<file path="src/rtl/core/vrp_pkg.sv">
// Package of the vertex rotate, project and viewport unit.
// Holds field widths, pixel limits, register indexes and configuration structs.
// Depends on nothing.
package vrp_pkg;

  localparam int unsigned COORD_W   = 16;
  localparam int unsigned SIZE_W    = 13;
  localparam int unsigned QUOT_BITS = 15;

  localparam logic signed [15:0] PIX_MAX = 16'sh7fff;
  localparam logic signed [15:0] PIX_MIN = 16'sh8000;

  localparam logic signed [15:0] RST_COS    = 16'sd16384;
  localparam logic signed [15:0] RST_SIN    = 16'sd0;
  localparam logic signed [15:0] RST_PROJ_X = 16'sd3072;
  localparam logic signed [15:0] RST_PROJ_Y = 16'sd4096;
  localparam logic [12:0]        RST_WIDTH  = 13'd640;
  localparam logic [12:0]        RST_HEIGHT = 13'd480;

  typedef enum logic [2:0] {
    REG_COS_Z,
    REG_SIN_Z,
    REG_COS_X,
    REG_SIN_X,
    REG_PROJ_X,
    REG_PROJ_Y,
    REG_WIDTH,
    REG_HEIGHT
  } cfg_reg_e;

  typedef struct packed {
    logic signed [15:0] cos_z;
    logic signed [15:0] sin_z;
    logic signed [15:0] cos_x;
    logic signed [15:0] sin_x;
  } rot_cfg_t;

  typedef struct packed {
    logic signed [15:0] proj_x;
    logic signed [15:0] proj_y;
    logic [12:0]        width;
    logic [12:0]        height;
  } proj_cfg_t;

endpackage

</file>
<file path="src/rtl/core/vrp_divider.sv">
// Pipelined restoring divider, one quotient bit per stage, giving a
// truncated quotient saturated to 16 bits. Depends on vrp_pkg.
module vrp_divider #(
  parameter int unsigned TOP_W = 53,
  parameter int unsigned DIV_W = 36
) (
  input  logic                    clk_i,
  input  logic                    rst_ni,
  input  logic                    valid_i,
  input  logic signed [TOP_W-1:0] num_i,
  input  logic [DIV_W-1:0]        den_i,
  input  logic                    den_neg_i,
  input  logic                    tag_i,
  output logic                    valid_o,
  output logic signed [15:0]      pix_o,
  output logic                    tag_o
);
  import vrp_pkg::*;

  localparam int unsigned CW = ((TOP_W > DIV_W + QUOT_BITS) ? TOP_W : DIV_W + QUOT_BITS) + 1;
  localparam int unsigned NS = QUOT_BITS + 1;

  logic                 val_q [NS];
  logic [TOP_W-1:0]     rem_q [NS];
  logic [DIV_W-1:0]     den_q [NS];
  logic [QUOT_BITS-1:0] quo_q [NS];
  logic                 neg_q [NS];
  logic                 sat_q [NS];
  logic                 tag_q [NS];

  logic [TOP_W-1:0]     mag;
  logic                 out_v_q, out_tag_q;
  logic signed [15:0]   pix_d, pix_q;

  assign mag = num_i[TOP_W-1] ? TOP_W'(-num_i) : TOP_W'(num_i);

  always_ff @(posedge clk_i or negedge rst_ni) begin
    if (!rst_ni) begin
      val_q[0] <= 1'b0;
    end else begin
      val_q[0] <= valid_i;
    end
  end

  always_ff @(posedge clk_i) begin
    rem_q[0] <= mag;
    den_q[0] <= den_i;
    quo_q[0] <= '0;
    neg_q[0] <= num_i[TOP_W-1] ^ den_neg_i;
    sat_q[0] <= CW'(mag) >= (CW'(den_i) << QUOT_BITS);
    tag_q[0] <= tag_i;
  end

  for (genvar i = 0; i < QUOT_BITS; i++) begin : g_step
    logic [CW-1:0] trial;
    logic          ge;

    always_comb begin
      trial = CW'(den_q[i]) << (QUOT_BITS - 1 - i);
      ge    = CW'(rem_q[i]) >= trial;
    end

    always_ff @(posedge clk_i or negedge rst_ni) begin
      if (!rst_ni) begin
        val_q[i+1] <= 1'b0;
      end else begin
        val_q[i+1] <= val_q[i];
      end
    end

    always_ff @(posedge clk_i) begin
      rem_q[i+1] <= ge ? TOP_W'(CW'(rem_q[i]) - trial) : rem_q[i];
      den_q[i+1] <= den_q[i];
      quo_q[i+1] <= {quo_q[i][QUOT_BITS-2:0], ge};
      neg_q[i+1] <= neg_q[i];
      sat_q[i+1] <= sat_q[i];
      tag_q[i+1] <= tag_q[i];
    end
  end

  always_comb begin
    if (sat_q[NS-1]) begin
      pix_d = neg_q[NS-1] ? PIX_MIN : PIX_MAX;
    end else if (neg_q[NS-1]) begin
      pix_d = -$signed({1'b0, quo_q[NS-1]});
    end else begin
      pix_d = $signed({1'b0, quo_q[NS-1]});
    end
  end

  always_ff @(posedge clk_i or negedge rst_ni) begin
    if (!rst_ni) begin
      out_v_q <= 1'b0;
    end else begin
      out_v_q <= val_q[NS-1];
    end
  end

  always_ff @(posedge clk_i) begin
    pix_q     <= pix_d;
    out_tag_q <= tag_q[NS-1];
  end

  assign valid_o = out_v_q;
  assign pix_o   = pix_q;
  assign tag_o   = out_tag_q;

endmodule

</file>
<file path="config.mk">
export PLATFORM = sky130hd
export DESIGN_NAME = vrp_divider
export DESIGN_NICKNAME = d
export VERILOG_FILES = /design/src/rtl/core/vrp_pkg.sv /design/src/rtl/core/vrp_divider.sv
export SDC_FILE = /design/constraint.sdc
export NUM_CORES = 2
export LEC_CHECK = 0
export BUFFER_PORTS_ARGS = -buffer_cell sky130_fd_sc_hd__buf_2
export CORE_MARGIN = 2
export CORE_UTILIZATION = 42
export DETAILED_ROUTE_END_ITERATION = 10
export SLEW_MARGIN = 25
export SYNTH_ARGS = -nofsm -noshare
export SYNTH_HDL_FRONTEND = slang
export SYNTH_SLANG_ARGS = --single-unit
</file>
<file path="constraint.sdc">
create_clock -name clk_i -period 10.6 [get_ports clk_i]
set_input_delay 1.06 -clock clk_i [delete_from_list [all_inputs] [get_ports clk_i]]
set_output_delay 1.06 -clock clk_i [all_outputs]
set_load 0.02 [all_outputs]
</file>
; After elaboration in Yosys (flattened, before gate mapping)
; Memory sizes are Yosys's and may differ from the RTL's. A register that Yosys moved wholly into a read port is not among the register bits.
; Cells that the tools add are included.
[word_totals]
output_inout_bits = 18
register_bits = 33
ramBits = 1712
mem_count = 6
input_bits = 94
[mem_list]
columns = name, depth, word_bits, read_ports, rd_clocked_by_memory_dff, wr, line_no
row1 = rem_q, 16, 53, 15, 0, 16, vrp_divider.sv:24  ; logic [TOP_W-1:0] rem_q [NS];
row2 = den_q, 16, 36, 15, 0, 16, vrp_divider.sv:25  ; logic [DIV_W-1:0] den_q [NS];
row3 = quo_q, 16, 15, 16, 0, 16, vrp_divider.sv:26  ; logic [QUOT_BITS-1:0] quo_q [NS];
row4 = neg_q, 16, 1, 16, 0, 16, vrp_divider.sv:27  ; logic neg_q [NS];
row5 = sat_q, 16, 1, 16, 0, 16, vrp_divider.sv:28  ; logic sat_q [NS];
row6 = tag_q, 16, 1, 16, 1, 16, vrp_divider.sv:29  ; logic tag_q [NS];
[op_classes]
muxes = 19
n_bitwise = 1
n_addsub = 17
n_lt_le_gt_ge = 16
[op_table]
columns = operator, count
row1 = $mux W53, 16
row2 = $ge A53 B36 Y1, 1
row3 = $ge A53 B37 Y1, 1
row4 = $ge A53 B38 Y1, 1
row5 = $ge A53 B39 Y1, 1
row6 = $ge A53 B40 Y1, 1
row7 = $ge A53 B41 Y1, 1
row8 = $ge A53 B42 Y1, 1
row9 = $ge A53 B43 Y1, 1
row10 = $ge A53 B44 Y1, 1
row11 = $ge A53 B45 Y1, 1
row12 = $ge A53 B46 Y1, 1
row13 = $ge A53 B47 Y1, 1
row14 = $ge A53 B48 Y1, 1
row15 = $ge A53 B49 Y1, 1
row16 = $ge A53 B50 Y1, 1
row17 = $ge A53 B51 Y1, 1
row18 = $neg A53 Y53, 1
row19 = $sub A53 B36 Y53, 1
row20 = $sub A53 B37 Y53, 1
row21 = $sub A53 B38 Y53, 1
row22 = $sub A53 B39 Y53, 1
row23 = $sub A53 B40 Y53, 1
row24 = $sub A53 B41 Y53, 1
row25 = 12 further kinds, 14

; Logic depth before layout (Yosys ltp)
; An unclocked memory read counts as a cell.
[logic_depth]
depth_word = 4
mapped_depth = 20

; Worst setup path before layout
; Ideal clock, no wire load.
[synth_timing]
path_type = input to register
start = in num_i[7]
end = mem sat_q[0][0]
t_arrival_ps = 4597
n_path_buf = 1
path_slack_ps = 5938
cell_stages = 17
setup_time_ps = 65
cell_sequence = or4_1 > nor3_2 > nand3_1 > or2_2 > or4_1 > clkbuf_1 > o41ai_1 > xnor2_1 > ha_1 > nand4_1 > nor3_1 > nand4_1 > nor3_1 > nand4b_1 > nor4_1 > o311ai_2 > nand4b_1
[synth_rtl]
columns = item, line_no
row1 = from (decl), vrp_divider.sv:10  ; input logic signed [TOP_W-1:0] num_i,
row2 = to (decl), vrp_divider.sv:28

==> impl_metrics.env <==
export IMPL_cellLeakagePower_nw=36.1
export IMPL_vias_per_cell=5.33
export IMPL_synth_ff_type="dfxtp_1"
export IMPL_firstDrtPassIters=7
export IMPL_synthArstFlopShare=0.0111
export IMPL_h_tree_depth=4
export IMPL_grt_max_degree=79
export IMPL_start_util=0.423
export IMPL_top_layer="met4"
export IMPL_dp_cells=10100
export IMPL_cts_buffer_depth=3
export IMPL_core_um2=169000
export IMPL_instances_no_fill=10400
export IMPL_cts_tree="done"
export IMPL_hold_viol_final=0
export IMPL_antenna_found_initial=2
export IMPL_swShare=0.393
export IMPL_rsz0062_at_grt="false"
export IMPL_hpwl_mm=159
export IMPL_grt_overflow=0
export IMPL_gp_congestion=0.965
export IMPL_setup_viol=0
export IMPL_p_clk_frac=0.230
export IMPL_tightest_slew_ps=1200
export IMPL_syn2layout_area_growth_pct=11.8
export IMPL_drt_iter0_drc=3561
export IMPL_fin_worst_skew_ps=26.6
export IMPL_clk_pin_slew_worst_paths_ps=60
export IMPL_cts_resized=0
export IMPL_port_buffer_count=111
export IMPL_grt_pass1_vias=55800
export IMPL_drc=0
export IMPL_relSlewSlack=0.188
export IMPL_synth_edf_count=0
export IMPL_maxSlewViolCount=0
export IMPL_end_kind="register"
export IMPL_fillers=16000
export IMPL_netlist_instances=8010
export IMPL_met3_length_mm=6.72
export IMPL_period_needed_ps=4880
export IMPL_route_met2_wl_mm=99.0
export IMPL_fin_setup_tns_ps=0
export IMPL_root_buffer="clkbuf_16"
export IMPL_critPathKind="reg2reg"
export IMPL_clock_latency_ps=820
export IMPL_synth_area_um2=71800
export IMPL_synth_cell_type_count=101
export IMPL_yosysWarnings=0
export IMPL_rows=151
export IMPL_multiInputGateArea_um2=37200
export IMPL_hp_class="in2async"
export IMPL_path_max_fanout=65
export IMPL_drtAntennaViolNets=0
export IMPL_combPwrFrac=0.439
export IMPL_grt_total_usage=0.222
export IMPL_met1_length_mm=76.6
export IMPL_intPower_mw=15.9
export IMPL_max_freq_ghz=0.205
export IMPL_syn_nets=8697
export IMPL_via_count=55500
export IMPL_power_density_nw_per_um2=327
export IMPL_ys_seq_area_frac=0.430
export IMPL_status="finished, final reports clean"
export IMPL_critPathLaunchType="register"
export IMPL_cap_viol_max_count=0
export IMPL_cts_made_buffers=169
export IMPL_synth_seq_cells=1537
export IMPL_cts_setup_buffers=0
export IMPL_drive_gt1_frac=0.0694
export IMPL_cp_required_ps=11290
export IMPL_chipWidth_um=417
export IMPL_dieArea_um2=174000
export IMPL_ctsHoldBuffers=0
export IMPL_grt_pass1_wl_mm=306
export IMPL_crit_arrival_ps=5570
export IMPL_cts_sinks=1537
export IMPL_fin_crit_sh=0.460
export IMPL_switchingPower_mw=10.3
export IMPL_nets=8748
export IMPL_design_portCount=112
export IMPL_die_h_um=417
export IMPL_regArea_um2=30900
export IMPL_ir_worst_vdd_v=0.000164
export IMPL_wl_per_cell_um=18.9
export IMPL_p_seq_frac=0.332
export IMPL_postSynthAreaPerCell_um2=8.96
export IMPL_wirelength_mm=197
[flip-flops by register name (all words and copies together), names as in the netlist]
name     flops
sat_q       16
tag_o        1
rem_q      795
quo_q      120
valid_o      1
tag_q       16
den_q      540
pix_o       16
neg_q       16
val_q       16
[worst paths after layout]
kind | from | endpoint | slack, ps | depth (start not counted)
worst min-delay path | rst_ni | valid_o$_DFF_PN0_ | 160 | 1
worst max-delay path | rem_q[5][56]$_DFF_P_ | rem_q[6][23]$_DFF_P_ | 5720 | 14
worst max register to register | rem_q[5][56]$_DFF_P_ | rem_q[6][23]$_DFF_P_ | 5720 | 14
worst min register to register | quo_q[4][7]$_DFF_P_ | quo_q[4][23]$_DFF_P_ | 310 | 0
max in group asynchronous | rst_ni | val_q[0]$_DFF_PN0_ | 10180 | 1
min in group clk_i | quo_q[4][7]$_DFF_P_ | quo_q[4][23]$_DFF_P_ | 310 | 0
[cell usage in the layout, fill, tap and decap left out, types with 33 or more instances in the layout]
cell type	netlist	final
a211oi_1	56	55
a21o_1	344	344
a21oi_1	729	729
a31oi_1	55	53
and3_1	47	47
buf_2	12	111
clkbuf_1	238	33
clkbuf_16	0	173
dfxtp_1	1520	1520
ha_1	579	579
inv_1	731	730
mux2_2	62	62
nand2_1	571	571
nand2b_1	98	98
nand3_1	135	135
nand4_1	127	127
nor2_1	500	500
nor2b_1	81	81
nor3_1	110	109
nor4_1	81	80
o21a_1	74	74
o21ai_0	519	518
o21bai_1	78	78
o31ai_1	57	56
or3_1	49	49
xnor2_1	347	347
xor2_1	258	258
[Yosys cell counts, types with 18 or more instances]
| cell type | n | area share |
|---|---|---|
| o211ai_1 | 30 | 0.0031 |
| o31a_1 | 21 | 0.0026 |
| ha_1 | 579 | 0.10 |
| xor2_1 | 258 | 0.031 |
| inv_1 | 731 | 0.038 |
| o21a_1 | 74 | 0.0077 |
| a2111oi_0 | 18 | 0.0022 |
| or3_1 | 49 | 0.0043 |
| xnor2_1 | 347 | 0.042 |
| or2_2 | 30 | 0.0026 |
| a211oi_1 | 56 | 0.0059 |
| nand4_1 | 127 | 0.011 |
| and2_1 | 32 | 0.0028 |
| nor2_1 | 500 | 0.026 |
| o31ai_1 | 57 | 0.0060 |
| o21bai_1 | 78 | 0.0082 |
| or4_1 | 29 | 0.0030 |
| nor2b_1 | 81 | 0.0071 |
| nand2_1 | 571 | 0.030 |
| nand4b_1 | 20 | 0.0024 |
| nor3_1 | 110 | 0.0077 |
| nand2b_1 | 98 | 0.0085 |
| mux2_2 | 62 | 0.0097 |
| o21ai_0 | 519 | 0.036 |
| o21ai_1 | 19 | 0.0013 |
| o41ai_1 | 21 | 0.0026 |
| a21boi_0 | 23 | 0.0024 |
| nor4_1 | 81 | 0.0071 |
| clkbuf_1 | 238 | 0.012 |
| dfxtp_1 | 1520 | 0.42 |
| a31oi_1 | 55 | 0.0048 |
| and3_1 | 47 | 0.0041 |
| nand3_1 | 135 | 0.0094 |
| a21o_1 | 344 | 0.036 |
| a21oi_1 | 729 | 0.051 |
[routing by layer]
layer / vias up / GRT usage
li1: 27900 / -
met1: 25700 / 0.233
met2: 1353 / 0.410
met3: 543 / 0.0290
met4: 0 / 0.152
met5: - / 0
[through the flow]
step	area, µm²	util	hold slack (ps)	setup WS, ps	total power, mW
6_report	80200	0.473	157	5720	26.2
2_1_floorplan	71800	-	310	5940	16.9
5_1_grt	80200	0.473	144	5390	28.0
3_5_place_dp	74400	0.439	312	4950	20.2
3_3_place_gp	74400	0.439	310	4890	20.1
4_1_cts	80200	0.473	104	5780	26.3
[area by class of cell]
type | count | area share
diodes | 2 | 0.0000624
clock buffers | 235 | 0.0605
clock inverters | 71 | 0.0115
inverters | 735 | 0.0344
multi-input cells | 5477 | 0.464
flip-flops and latches | 1537 | 0.385
well taps | 2218 | 0.0346
repair buffers | 141 | 0.00974
[logic make-up after synthesis]
family / count (synthesis) / synth area share
flip-flops: 1537 / 0.430
adder cells (fa/ha/maj): 593 / 0.105
AND/OR/NAND/NOR: 2004 / 0.138
multiplexers: 67 / 0.0104
buffers and inverters: 996 / 0.0523
XOR/XNOR: 605 / 0.0738
AO/OA/AOI/OAI: 2208 / 0.191
[power groups by stage]
stage	Clock (mW)	Sequential [mW]	Combinational, mW
4_1_cts	6.17	8.68	11.4
3_3_place_gp	0	8.79	11.3
6_report	6.02	8.69	11.5
5_1_grt	6.40	8.83	12.8
2_1_floorplan	0	8.19	8.72
3_5_place_dp	0	8.80	11.4
[critical path, cell delays in order (launching register included)]
cell and delay [ps]:
dfxtp_1 330, inv_1 50, ha_1 210, fa_1 420, nor2b_1 170, o31ai_1 130, a21oi_1 260, o21ai_0 210
a31oi_1 490, o21ai_1 340, o31ai_2 690, a21boi_1 290, inv_2 110, buf_4 550, mux2_2 410
Power figures use the tool's default switching activity.
