[src/rtl/core/vrp_pkg.sv]
// Package of the vertex rotate, project and viewport unit.
// Holds field widths, pixel limits, register indexes and configuration structs.
// Depends on nothing.
package vrp_pkg;

  localparam int unsigned COORD_W   = 16;
  localparam int unsigned SIZE_W    = 13;
  localparam int unsigned QUOT_BITS = 15;

  localparam logic signed [15:0] PIX_MAX = 16'sh7fff;
  localparam logic signed [15:0] PIX_MIN = 16'sh8000;

  localparam logic signed [15:0] RST_COS    = 16'sd16384;
  localparam logic signed [15:0] RST_SIN    = 16'sd0;
  localparam logic signed [15:0] RST_PROJ_X = 16'sd3072;
  localparam logic signed [15:0] RST_PROJ_Y = 16'sd4096;
  localparam logic [12:0]        RST_WIDTH  = 13'd640;
  localparam logic [12:0]        RST_HEIGHT = 13'd480;

  typedef enum logic [2:0] {
    REG_COS_Z,
    REG_SIN_Z,
    REG_COS_X,
    REG_SIN_X,
    REG_PROJ_X,
    REG_PROJ_Y,
    REG_WIDTH,
    REG_HEIGHT
  } cfg_reg_e;

  typedef struct packed {
    logic signed [15:0] cos_z;
    logic signed [15:0] sin_z;
    logic signed [15:0] cos_x;
    logic signed [15:0] sin_x;
  } rot_cfg_t;

  typedef struct packed {
    logic signed [15:0] proj_x;
    logic signed [15:0] proj_y;
    logic [12:0]        width;
    logic [12:0]        height;
  } proj_cfg_t;

endpackage

[src/rtl/core/vrp_project.sv]
// Two pipeline stages: projection scaling and depth offset, then the
// viewport numerators and the divisor. Depends on vrp_pkg.
module vrp_project #(
  parameter int unsigned COORD_FRAC_BITS = 12,
  parameter int unsigned RZ_W  = 19,
  parameter int unsigned R2_W  = 22,
  parameter int unsigned TOP_W = 53,
  parameter int unsigned DIV_W = 36
) (
  input  logic                     clk_i,
  input  logic                     rst_ni,
  input  logic                     valid_i,
  input  logic signed [RZ_W-1:0]   rzx_i,
  input  logic signed [R2_W-1:0]   ry_i,
  input  logic signed [R2_W-1:0]   rz_i,
  input  vrp_pkg::proj_cfg_t       cfg_i,
  output logic                     valid_o,
  output logic signed [TOP_W-1:0]  top_x_o,
  output logic signed [TOP_W-1:0]  top_y_o,
  output logic [DIV_W-1:0]         den_o,
  output logic                     den_neg_o,
  output logic                     no_div_o
);
  import vrp_pkg::*;

  localparam int unsigned F    = COORD_FRAC_BITS;
  localparam int unsigned D_W  = ((R2_W > F + 3) ? R2_W : F + 3) + 1;
  localparam int unsigned N_W  = R2_W + 16;
  localparam int unsigned SA_W = (N_W > D_W + F) ? N_W : D_W + F;
  localparam int unsigned S_W  = ((SA_W > 2 * F + 2) ? SA_W : 2 * F + 2) + 1;

  logic                    v3_q, v4_q;
  logic signed [N_W-1:0]   nx_q, ny_q;
  logic signed [D_W-1:0]   d_q;
  logic signed [S_W-1:0]   dterm, sum_x, sum_y;
  logic [D_W-1:0]          abs_d;
  logic signed [TOP_W-1:0] top_x_q, top_y_q;
  logic [DIV_W-1:0]        den_d, den_q;
  logic                    neg_q, nodiv_q;

  always_comb begin
    abs_d = d_q[D_W-1] ? D_W'(-d_q) : D_W'(d_q);
    if (d_q != '0) begin
      dterm = S_W'(d_q) <<< F;
      den_d = DIV_W'(abs_d) << (F + 1);
    end else begin
      dterm = S_W'(1) <<< (2 * F);
      den_d = DIV_W'(1) << (2 * F + 1);
    end
    sum_x = S_W'(nx_q) + dterm;
    sum_y = S_W'(ny_q) + dterm;
  end

  always_ff @(posedge clk_i or negedge rst_ni) begin
    if (!rst_ni) begin
      v3_q <= 1'b0;
      v4_q <= 1'b0;
    end else begin
      v3_q <= valid_i;
      v4_q <= v3_q;
    end
  end

  always_ff @(posedge clk_i) begin
    nx_q    <= N_W'(rzx_i * cfg_i.proj_x);
    ny_q    <= N_W'(ry_i * cfg_i.proj_y);
    d_q     <= D_W'(rz_i) + (D_W'(3) <<< F);
    top_x_q <= TOP_W'(sum_x) * TOP_W'($signed({1'b0, cfg_i.width}));
    top_y_q <= TOP_W'(sum_y) * TOP_W'($signed({1'b0, cfg_i.height}));
    den_q   <= den_d;
    neg_q   <= d_q[D_W-1];
    nodiv_q <= (d_q == '0);
  end

  assign valid_o   = v4_q;
  assign top_x_o   = top_x_q;
  assign top_y_o   = top_y_q;
  assign den_o     = den_q;
  assign den_neg_o = neg_q;
  assign no_div_o  = nodiv_q;

endmodule

[config.mk]
export PLATFORM = sky130hd
export DESIGN_NAME = vrp_project
export DESIGN_NICKNAME = d
export VERILOG_FILES = /design/src/rtl/core/vrp_pkg.sv /design/src/rtl/core/vrp_project.sv
export SDC_FILE = /design/constraint.sdc
export NUM_CORES = 2
export LEC_CHECK = 0
export ABC_AREA = 1
export BUFFER_PORTS_ARGS = -buffer_cell sky130_fd_sc_hd__buf_2
export CORE_MARGIN = 5
export CORE_UTILIZATION = 52
export CTS_BUF_LIST = sky130_fd_sc_hd__clkbuf_2
export DETAILED_ROUTE_END_ITERATION = 16
export GPL_ROUTABILITY_DRIVEN = 0
export HOLD_SLACK_MARGIN = 0.06
export PLACE_DENSITY = 0.68
export SLEW_MARGIN = 20
export SYNTH_ARGS = -nofsm -noshare
export SYNTH_HDL_FRONTEND = slang
export SYNTH_SLANG_ARGS = --single-unit
[constraint.sdc]
create_clock -name clk_i -period 8.8 [get_ports clk_i]
set_clock_uncertainty 0.1 [all_clocks]
set_input_delay 1.32 -clock clk_i [delete_from_list [all_inputs] [get_ports clk_i]]
set_output_delay 1.32 -clock clk_i [all_outputs]
set_load 0.05 [all_outputs]
* Word level (Yosys, flattened, before mapping)
Cells that the tools add are included.
Operators by class: $mul 4, reductions and logical operators 3, muxes and demuxes 2, $add $sub $neg 4
Operator list (count):
- 39-bit by 14-bit multiplier with 53-bit output | 2
- 35-bit by 39-bit adder with 39-bit output | 1
- 38-bit by 39-bit adder with 39-bit output | 1
- 39-bit 2-to-1 mux | 1
- 22-bit by 16-bit multiplier with 38-bit output | 1
- 19-bit by 16-bit multiplier with 35-bit output | 1
- 22-bit by 15-bit adder with 23-bit output, second input constant | 1
- 23-bit logical NOT | 1
- 23-bit 2-to-1 mux | 1
- 23-bit negation | 1
- 23-bit nonzero test | 1
- 2-bit AND reduction | 1
Word-level totals: bits in registers 242, output and inout bits 145, bits of input ports 124, logic and storage cells 25

* Logic depth before layout (Yosys ltp)
word-level depth 4, depth in mapped cells 47, depth with buffers taken out 47

* Worst setup path before layout
Ideal clock, no wire load.
kind register to register, from register d_q[1], to register top_x_q[52], in the netlist top_x_o[52], setup time 0.113 ns, path buffers 1, clock period less this slack 7.443 ns, cell stages (with the launch flop) 38, slack 1.357 ns, data required time 8.587 ns, arrival 7.229 ns, cells stage by stage dfxtp_1 inv_1 ha_1 nand2_2 nor2_4 nand3_4 nand2_1 ha_1 nand2_1 o21ai_0 nand2_1 o21ai_0 nor2_1 xor2_1 nand2_1 buf_2 nor2_1 inv_1 [... 2 more ...] inv_1 fa_1 fa_1 fa_1 inv_1 fa_1 inv_1 ha_1 nand2_1 nor2_1 inv_1 nor2_1 and3_1 nand3_1 nand3_1 a21o_1 nand3b_1 nand2_1
On the way: cells in the longest elaborated chain, start to end 4
RTL lines:
- start: declaration | line vrp_project.sv:34 | logic signed [D_W-1:0] d_q;
- start signal: assignment | line vrp_project.sv:67 | d_q <= D_W'(rz_i) + (D_W'(3) <<< F);
- 23-bit nonzero test | line vrp_project.sv:43 | if (d_q != '0) begin
- 39-bit 2-to-1 mux * | line vrp_project.sv:43
- 35-bit by 39-bit adder with 39-bit output * | line vrp_project.sv:50 | sum_x = S_W'(nx_q) + dterm;
- 39-bit by 14-bit multiplier with 53-bit output * | line vrp_project.sv:68 | top_x_q <= TOP_W'(sum_x) * TOP_W'($signed({1'b0, cfg_i.width}));
- end signal: assignment | line vrp_project.sv:68
- end: declaration | line vrp_project.sv:37 | logic signed [TOP_W-1:0] top_x_q, top_y_q;
Every way passes the cells marked *; elsewhere a longest branch is shown, timed or not. A chain may end at the register's enable or synchronous reset.

* Worst setup path in the final report
from register d_q[1], to register top_y_q[48], in the netlist top_y_o[48]
On the way: cells in the longest elaborated chain, start to end 4
RTL lines:
- 23-bit nonzero test | line vrp_project.sv:43
- 39-bit 2-to-1 mux * | line vrp_project.sv:43
- 38-bit by 39-bit adder with 39-bit output * | line vrp_project.sv:51 | sum_y = S_W'(ny_q) + dterm;
- 39-bit by 14-bit multiplier with 53-bit output * | line vrp_project.sv:69 | top_y_q <= TOP_W'(sum_y) * TOP_W'($signed({1'b0, cfg_i.height}));
- end signal: assignment | line vrp_project.sv:69
- end: declaration | line vrp_project.sv:37
Marked as above.

==> key figures <==
Clock tree
  • Clock Sinks: 229
  • Clk root buf: clkbuf_2
  • TritonCTS clock tree: yes
  • Clk slew on worst S/H paths: 0.13 ns
  • Max clock buf depth: 3
  • Number of H-tree levels: 2
  • Clock Latency Late Sink: 1.21 ns
  • CTS buffer count: 61

Flow run
  • Max_cap viols: 0

Critical path
  • CP Capture Type: register
  • Reg2reg start: d_q[1]
  • CP arrival: 9.63 ns
  • CP max stage cell: fa_1
  • Reg2reg end: top_y_o[48]
  • R2R cell count: 35
  • Slowest stage delay, CP: 0.54 ns
  • Worst R2R Setup Slack: 0.16 ns
  • Critical Path Start Type: register
  • Worst setup path class: reg2reg
  • Max FO, Critical Path: 9
  • WP data required: 9.78 ns

Drt
  • Final WL: 202,000 um
  • DRT iter0 DRCs: 4,518
  • # DRC: 0
  • Drt pass-1 iters: 8
  • Avg Vias per Cell: 5.34
  • Wirelength per Cell: 19.3 um
  • Antenna viol nets, final: 0
  • Via Count: 55,798

Yosys
  • Main combinational cell family by area after synthesis: adder cells
  • Synthesized area per cell: 8.10 um2
  • FFs w/ async S/R, synth: 0.873%
  • XOR/XNOR Fraction of Synth Area: 3.05%
  • Ys flop type: dfxtp_1
  • Synth Area in Adders: 53.8%
  • Post-synthesis simple-gate area fraction: 16.8%
  • Seq cells post-synth: 229
  • Register area share after synthesis: 6.67%
  • Post-synth EDFFs: 0
  • Post-synthesis compound-gate area fraction: 4.95%
  • Cell area after synthesis: 68,900 um2
  • Post-synthesis mux area share: 0%
  • Yosys warning count: 0
  • Distinct cells, synth: 63
  • Gate Count Post-Synth: 8,513

STA
  • Post-route setup slack: 0.156 ns
  • RSZ-0062 raised after global routing: yes
  • Fin. Hold Viols: 0
  • Max Fclk: 116 MHz
  • Actual slew at the worst max-slew pin: 1.01 ns
  • Pins over their slew limit: 0
  • Period utilization: 98.2%
  • Finish-stage setup viols: 0
  • Final min period: 8.64 ns
  • Max_slew headroom: 32.8%

Cells and area
  • # fillers: 12,377
  • Area grow syn2layout: 5.15%
  • # nets final: 10,784
  • Share of layout cells above drive strength 1: 7.12%

Floorplanning
  • Die Span X: 374 um
  • Die area: 140,000 um2
  • Die H: 374 um
  • Initial Utilization: 52.4%
  • # IOs: 269
  • Row Count: 133
  • Core area: 132,000 um2

Global route
  • Total congestion overflow: 0
  • Vias in the first global route: 59,874
  • Initial antenna violation count: 25
  • Largest net degree at the start of global routing: 40
  • Gr usage total: 29.1%
  • First-pass GRT wire length: 323,000 um

Place
  • DP Worst Slack: 0.229 ns
  • PortBufs: 255
  • Hpwl dp: 170,000 um

Min path
  • Hold EP: d_q[1]
  • Hold Crit Class: in2reg
  • Hold path depth: 1
  • Min-Delay Startpoint: rz_i[1]

Status
  • Status: finished clean
cell usage after synthesis (4+ instances only):
| cell | number | area share (%) |
|---|---|---|
| o31ai_1 | 4 | 0.044 |
| nand2_4 | 13 | 0.21 |
| nor2_2 | 33 | 0.30 |
| buf_2 | 11 | 0.080 |
| and3_1 | 6 | 0.054 |
| nor2_1 | 540 | 2.9 |
| xnor2_1 | 69 | 0.88 |
| nand4_1 | 27 | 0.25 |
| nand3_2 | 11 | 0.16 |
| inv_2 | 17 | 0.093 |
| buf_1 | 18 | 0.098 |
| nor3_1 | 42 | 0.31 |
| a31oi_1 | 44 | 0.40 |
| xor2_2 | 7 | 0.17 |
| a21o_1 | 34 | 0.37 |
| clkinv_1 | 12 | 0.065 |
| nand3b_2 | 7 | 0.11 |
| o21ai_1 | 4 | 0.029 |
| or2_1 | 18 | 0.16 |
| a21boi_0 | 9 | 0.098 |
| nand2_1 | 1666 | 9.1 |
| dfxtp_1 | 227 | 6.6 |
| fa_1 | 1560 | 45 |
| nand2_2 | 42 | 0.38 |
| a221oi_1 | 5 | 0.064 |
| xor2_1 | 145 | 1.8 |
| buf_4 | 18 | 0.20 |
| inv_1 | 2367 | 13 |
| nor4_1 | 15 | 0.14 |
| o21bai_1 | 24 | 0.26 |
| a21oi_1 | 254 | 1.8 |
| o211ai_1 | 9 | 0.098 |
| ha_1 | 469 | 8.5 |
| clkbuf_1 | 226 | 1.2 |
| nand3_1 | 275 | 2.0 |
| nand3b_1 | 6 | 0.065 |
| o21a_1 | 14 | 0.15 |
| or2_2 | 51 | 0.46 |
| a211oi_1 | 7 | 0.076 |
| o21ai_0 | 166 | 1.2 |
through the flow:
step	setup TNS, ns	util (%)	instances	hold WS (ns)	area [um2]
after CTS	0	55.0	10432	0.0931	72400
after detailed placement	0	54.5	10314	0.249	71700
after global routing	-0.0480	55.0	10441	0.137	72400
after global placement	0	54.5	10314	0.243	71700
after floorplan	0	-	8525	0.231	69000
final	0	55.1	10449	0.205	72500
how the worst max path moves through the flow:
| stage | startpoint | endpoint | slack (ns) | depth (start not counted) |
|---|---|---|---|---|
| after floorplan | d_q[1] | top_x_o[52] | 1.36 | 37 |
| after global placement | d_q[1] | top_y_o[48] | 0.33 | 35 |
| after detailed placement | d_q[1] | top_y_o[48] | 0.23 | 35 |
| after CTS | d_q[1] | top_y_o[48] | 0.16 | 35 |
| after global routing | d_q[20] | top_y_o[48] | -0.05 | 34 |
| final | d_q[1] | top_y_o[48] | 0.16 | 35 |
sequential cells by signal, indices dropped and copies added, names as in the netlist, 23 cells and up:
| signal | flops |
|---|---|
| top_x_o | 53 |
| den_o | 23 |
| nx_q | 35 |
| ny_q | 38 |
| top_y_o | 53 |
| d_q | 23 |
area by class of cell:
| class | count | area [um2] | area share (%) |
|---|---|---|---|
| well taps | 1755 | 2200 | 3.03 |
| flip-flops and latches | 229 | 4590 | 6.34 |
| clock buffers | 80 | 400 | 0.553 |
| multi-input cells | 5625 | 54300 | 74.9 |
| clock inverters | 30 | 186 | 0.257 |
| diodes | 16 | 40.0 | 0.0553 |
| inverters | 2396 | 8990 | 12.4 |
| repair buffers | 318 | 1770 | 2.44 |
critical path, delay by kind of cell, from the launching register on:
kind	cells	cell delay (ns)
AND/OR/NAND/NOR	16	2.59
XOR/XNOR	1	0.25
AO/OA/AOI/OAI	3	0.88
adder cells (fa/ha/maj)	9	3.91
flip-flops	1	0.34
buffers and inverters	6	0.40
placed cells by master, fill, tap and decap left out, types with 17 or more instances in the layout:
cell / synthesis / layout
nand2_2: 42 / 43
o21bai_1: 24 / 24
nand2_1: 1666 / 1664
xnor2_1: 69 / 68
fa_1: 1560 / 1560
inv_1: 2367 / 2367
buf_4: 18 / 55
a21o_1: 34 / 34
a21oi_1: 254 / 254
buf_2: 11 / 255
dfxtp_1: 227 / 227
nor2_1: 540 / 539
clkbuf_2: 0 / 80
inv_2: 17 / 17
nor2_2: 33 / 34
or2_2: 51 / 51
nor3_1: 42 / 42
or2_1: 18 / 17
xor2_1: 145 / 145
ha_1: 469 / 469
a31oi_1: 44 / 43
nand3_1: 275 / 275
clkinv_1: 12 / 26
o21ai_0: 166 / 166
nand4_1: 27 / 27
routing by layer:
metal / global-route usage [%] / part of all wire (%) / vias up / wire length [um]
li1: - / - / 24865 / -
met3: 7.14 / 9.9 / 551 / 20000
met2: 46.9 / 46 / 2627 / 92500
met5: 0 / 0.050 / - / 101
met1: 37.6 / 39 / 27741 / 79000
met4: 12.5 / 5.0 / 14 / 9980
cells by family (layout without fill, tap and decap cells):
kind of cell    after synthesis  in the layout
compound gates              594            594
xor+xnor                    226            226
fa+ha+maj                  2029           2029
buf+inv                    2671           2824
flops                       229            229
other cells                   1             29
simple gates               2763           2763
timing repair:
action | 4_1_cts | 5_1_grt
setup buffers | 0 | 1
hold buffers | 8 | 0
resized for setup | 0 | 8
endpoints found under the setup margin | 0 | 4
endpoints found under the hold margin | 9 | 0
Power is left out: the tool's default activity adds up to more than one toggle a clock period on the data nets, which glitch-free logic cannot reach.
